**config.mk**
```make
export PLATFORM = sky130hd
export DESIGN_NAME = rmsq_div
export DESIGN_NICKNAME = d
export VERILOG_FILES = /design/src/hdl/rmsq_div.sv
export SDC_FILE = /design/constraint.sdc
export NUM_CORES = 1
export LEC_CHECK = 0
export BUFFER_PORTS_ARGS = -buffer_cell sky130_fd_sc_hd__buf_2
export CORE_ASPECT_RATIO = 1.25
export CORE_MARGIN = 4
export CORE_UTILIZATION = 62
export CTS_CLUSTER_SIZE = 12
export DETAILED_ROUTE_END_ITERATION = 6
export PLACE_DENSITY = 0.86
export SETUP_SLACK_MARGIN = 0.2
export SLEW_MARGIN = 40
export SYNTH_ARGS = -nofsm -noshare
export SYNTH_HDL_FRONTEND = slang
export SYNTH_SLANG_ARGS = --single-unit
```
**constraint.sdc**
```tcl
create_clock -name clock -period 6.53 [get_ports clock]
set_clock_uncertainty 0.1 [all_clocks]
set_input_delay 0.3265 -clock clock [delete_from_list [all_inputs] [get_ports clock]]
set_output_delay 0.3265 -clock clock [all_outputs]
set_load 0.02 [all_outputs]
```
**src/hdl/rmsq_div.sv**
```systemverilog
// restoring divider, one quotient bit per cycle
`timescale 1ns / 1ps
module rmsq_div #(
   parameter int W = 54
) (
   input  logic clock,
   input  logic reset,
   input  logic start,
   input  logic [W-1:0] num,
   input  logic [W-1:0] den,
   output logic done,
   output logic [W-1:0] quo
);

   localparam int CNTW = $clog2(W + 1);

   logic [W-1:0] rem_ff, rem_in;
   logic [W-1:0] num_ff, num_in;
   logic [W-1:0] den_ff, den_in;
   logic [CNTW-1:0] cnt_ff, cnt_in;
   logic busy_ff, busy_in;
   logic done_ff, done_in;
   logic [W:0] shifted;
   logic ge;

   always_comb begin
      shifted = {rem_ff, num_ff[W-1]};
      ge = shifted >= {1'b0, den_ff};
      rem_in = rem_ff;
      num_in = num_ff;
      den_in = den_ff;
      cnt_in = cnt_ff;
      busy_in = busy_ff;
      done_in = 1'b0;
      if (start) begin
         rem_in = '0;
         num_in = num;
         den_in = den;
         cnt_in = '0;
         busy_in = 1'b1;
      end else if (busy_ff) begin
         rem_in = ge ? W'(shifted - {1'b0, den_ff}) : shifted[W-1:0];
         num_in = {num_ff[W-2:0], ge};
         cnt_in = cnt_ff + 1'b1;
         if (cnt_ff == CNTW'(W - 1)) begin
            busy_in = 1'b0;
            done_in = 1'b1;
         end
      end
   end

   always_ff @(posedge clock) begin
      if (reset) begin
         busy_ff <= 1'b0;
         done_ff <= 1'b0;
         cnt_ff <= '0;
      end else begin
         busy_ff <= busy_in;
         done_ff <= done_in;
         cnt_ff <= cnt_in;
      end
      rem_ff <= rem_in;
      num_ff <= num_in;
      den_ff <= den_in;
   end

   assign done = done_ff;
   assign quo = num_ff;

endmodule

```
==> impl_metrics.ini <==
[power]
power_density_nw_per_um2 = 258.9
p_leak_nw = 5.251
ir_drop_mv = 0.2169

[floorplanning]
ios = 166
start_util_pct = 63.28
die_x_um = 123.0
core_um2 = 16200
die_h_um = 151.8
rows = 52
die-area_um2 = 18670

[placement]
place_area_um2 = 11130
port-buffer-count = 165
hpwl_um = 18330
gp_congestion = 0.9220

[drt]
vias_per_cell = 6.061
dr.pass1.iters = 5
first_iter_violations = 657
drc_errors = 0
drtAntennaViolNets = 0
routed_wl_um = 27820
wl_per_cell_um = 18.97
num_vias = 8892

[logic_synthesis]
synth_nets = 1221
synth_cell_type_count = 66
synth_top_cell_by_area = edfxtp_1
synth_area_um2 = 10250
ys_seq_elements = 170
synth_top_area_share_pct = 31.63
seq_area_frac_synth_pct = 43.74
synth_warnings = 0
synth_area_leaders = edfxtp_1 (32%), dfxtp_1 (12%), ha_1 (6.8%)
yosysMostFrequentCell = edfxtp_1
synthTopCellsByCount = edfxtp_1 (108), nor2_1 (101), inv_1 (85)
postSynthCellCount = 1053
synth_ff_type = edfxtp_1
synth_async_sr_flop_share_pct = 0
avgSynthCellArea_um2 = 9.736
synth_edf_count = 108

[worst_setup_path]
cp-start-kind = register
rrSetupSlack_ns = 2.45
crit_end = rem_ff[24]
crit_path_cell_trace = inv_1 -> ha_1 -> nand4_1 -> nor4_1 -> nand4_1 -> o21ai_1 -> nor3_1 -> a21oi_4 -> buf_4 -> mux2i_1 -> a211oi_1
worstPathRequired_ns = 6.74
worst-setup-path-type = register to register
slowest_stage = buf_4
crit_buf_inv = 2
cp.arrival_ns = 4.29
timing.rr.end = rem_ff[24]
path_max_fanout = 40
cp_num_cells = 11
worstSetupStartpoint = den_ff[49]
end_kind = register
critPathMostFrequentCell = nand4_1
max_stage_delay_ns = 0.60
r2r_start = den_ff[49]
r2r.worst_path.cells = 11
cp_top_family = compound AO/OA/AOI/OAI gates

[sta]
clock.fmax_mhz = 245.0
tns_ns = 0
hold_viol = 0
post-route-min-period_ns = 4.081
hold_ws_ns = 0.08922
max_slew.worst_pin.slew_ns = 0.7908
slew_viol_final = 0
setup_viol = 0
max_slew_margin_pct = 47.28
min_period_over_period_pct = 62.49
rsz0062_at_grt = no

[clocking]
clkLatencyLatePin_ns = 0.44
cts.htree.levels = 4
root_buffer = clkbuf_16
cts_made_buffers = 17
clockBufferDepth = 2
tritoncts = done
clkTransAtPathRegs_ns = 0.08
cts_sinks = 170
cts.repair.resized = 0

[finish]
final_area_um2 = 12260
drive_gt1_share_pct = 21.50
synthToLayoutAreaGrowth_pct = 19.62
diodes = 0
nNetsFinal = 1406

[worst_hold_path]
hold_path.class = input pin to register

[global_routing]
grt_max_degree = 107
grt_pass1_vias = 8771
antenna_found_initial = 0
track_usage_pct = 29.86
grt_pass1_wl_um = 43590
overflow = 0

[job]
cap_viol_max_count = 0

[status]
status = finished clean
sequential cells by signal (all words and copies together) (netlist names):
name	flops
busy_ff	1
cnt_ff	6
den_ff	54
done	1
quo	54
rem_ff	54
metal layers:
metal / GRT usage (%) / share of wire [%] / up-vias
met5: 0 / 0 / -
met4: 12.58 / 4.2 / 0
met3: 7.315 / 7.6 / 99
met2: 53.05 / 51 / 407
met1: 34.13 / 37 / 4172
li1: - / - / 4214
cells by family (layout without fill, tap and decap cells):
group / count (synthesis) / after routing / share of synthesized area (%)
adder cells (fa/ha/maj): 57 / 57 / 7.030
multiplexers: 93 / 93 / 9.800
AO/OA/AOI/OAI: 280 / 280 / 17.96
AND/OR/NAND/NOR: 262 / 262 / 11.67
buffers and inverters: 144 / 342 / 5.785
flip-flops: 170 / 170 / 43.74
XOR/XNOR: 47 / 47 / 4.015
worst min path at each step:
stage	startpoint	end	slack [ns]	depth (start not counted)
CTS	den[0]	den_ff[0]	0.006	1
global placement	cnt_ff[5]	cnt_ff[5]	0.37	2
detailed placement	rem_ff[40]	rem_ff[40]	0.38	2
floorplan	reset	busy_ff	0.30	1
finish	num[49]	quo[49]	0.09	2
global route	num[8]	quo[8]	0.08	2
placed cells by master, fill, tap and decap left out, drive strengths merged, types with 6 or more instances in the layout:
master	n
a211oi	53
a21o	38
a21oi	74
a31oi	11
buf	169
clkbuf	20
clkinv	6
dfxtp	62
dlygate4sd3	55
edfxtp	108
ha	56
inv	89
mux2	56
mux2i	37
nand2	69
nand3	17
nand4	28
nor2	101
nor3	14
o211ai	16
o21ai	51
o21bai	10
or3	6
xnor2	26
xor2	21
metrics by stage:
stage	cells	worst slack, ns	utilization [%]	power [mW]
finish	1467	2.449	75.70	3.175
global route	1467	2.200	75.70	3.317
CTS	1466	2.630	75.63	3.155
detailed placement	1380	2.642	68.72	2.123
global placement	1379	2.398	68.61	2.098
floorplan	1053	3.444	-	1.917
where the power goes:
group / switching, mW / internal (mW) / total (mW)
Combinational: 0.505 / 0.341 / 0.846
Sequential: 0.0602 / 1.25 / 1.31
Clock: 0.449 / 0.569 / 1.02
Total: 1.01 / 2.16 / 3.18
repair_timing:
| item | in CTS | in global routing |
|---|---|---|
| hold buffers | 54 | 1 |
| hold endpoints to repair | 54 | 1 |
| buffers inserted | 0 | 0 |
final cells by class:
class | instances | area [µm²]
Tap cell | 216 | 270.3
Fill cell | 1112 | 3936
Clock inverter | 13 | 145.1
Timing Repair Buffer | 225 | 1434
Sequential cell | 170 | 4486
Clock buffer | 19 | 432.9
Inverter | 85 | 319.1
Multi-Input combinational cell | 739 | 5177
Note: power is estimated with default switching activity, not from simulation.
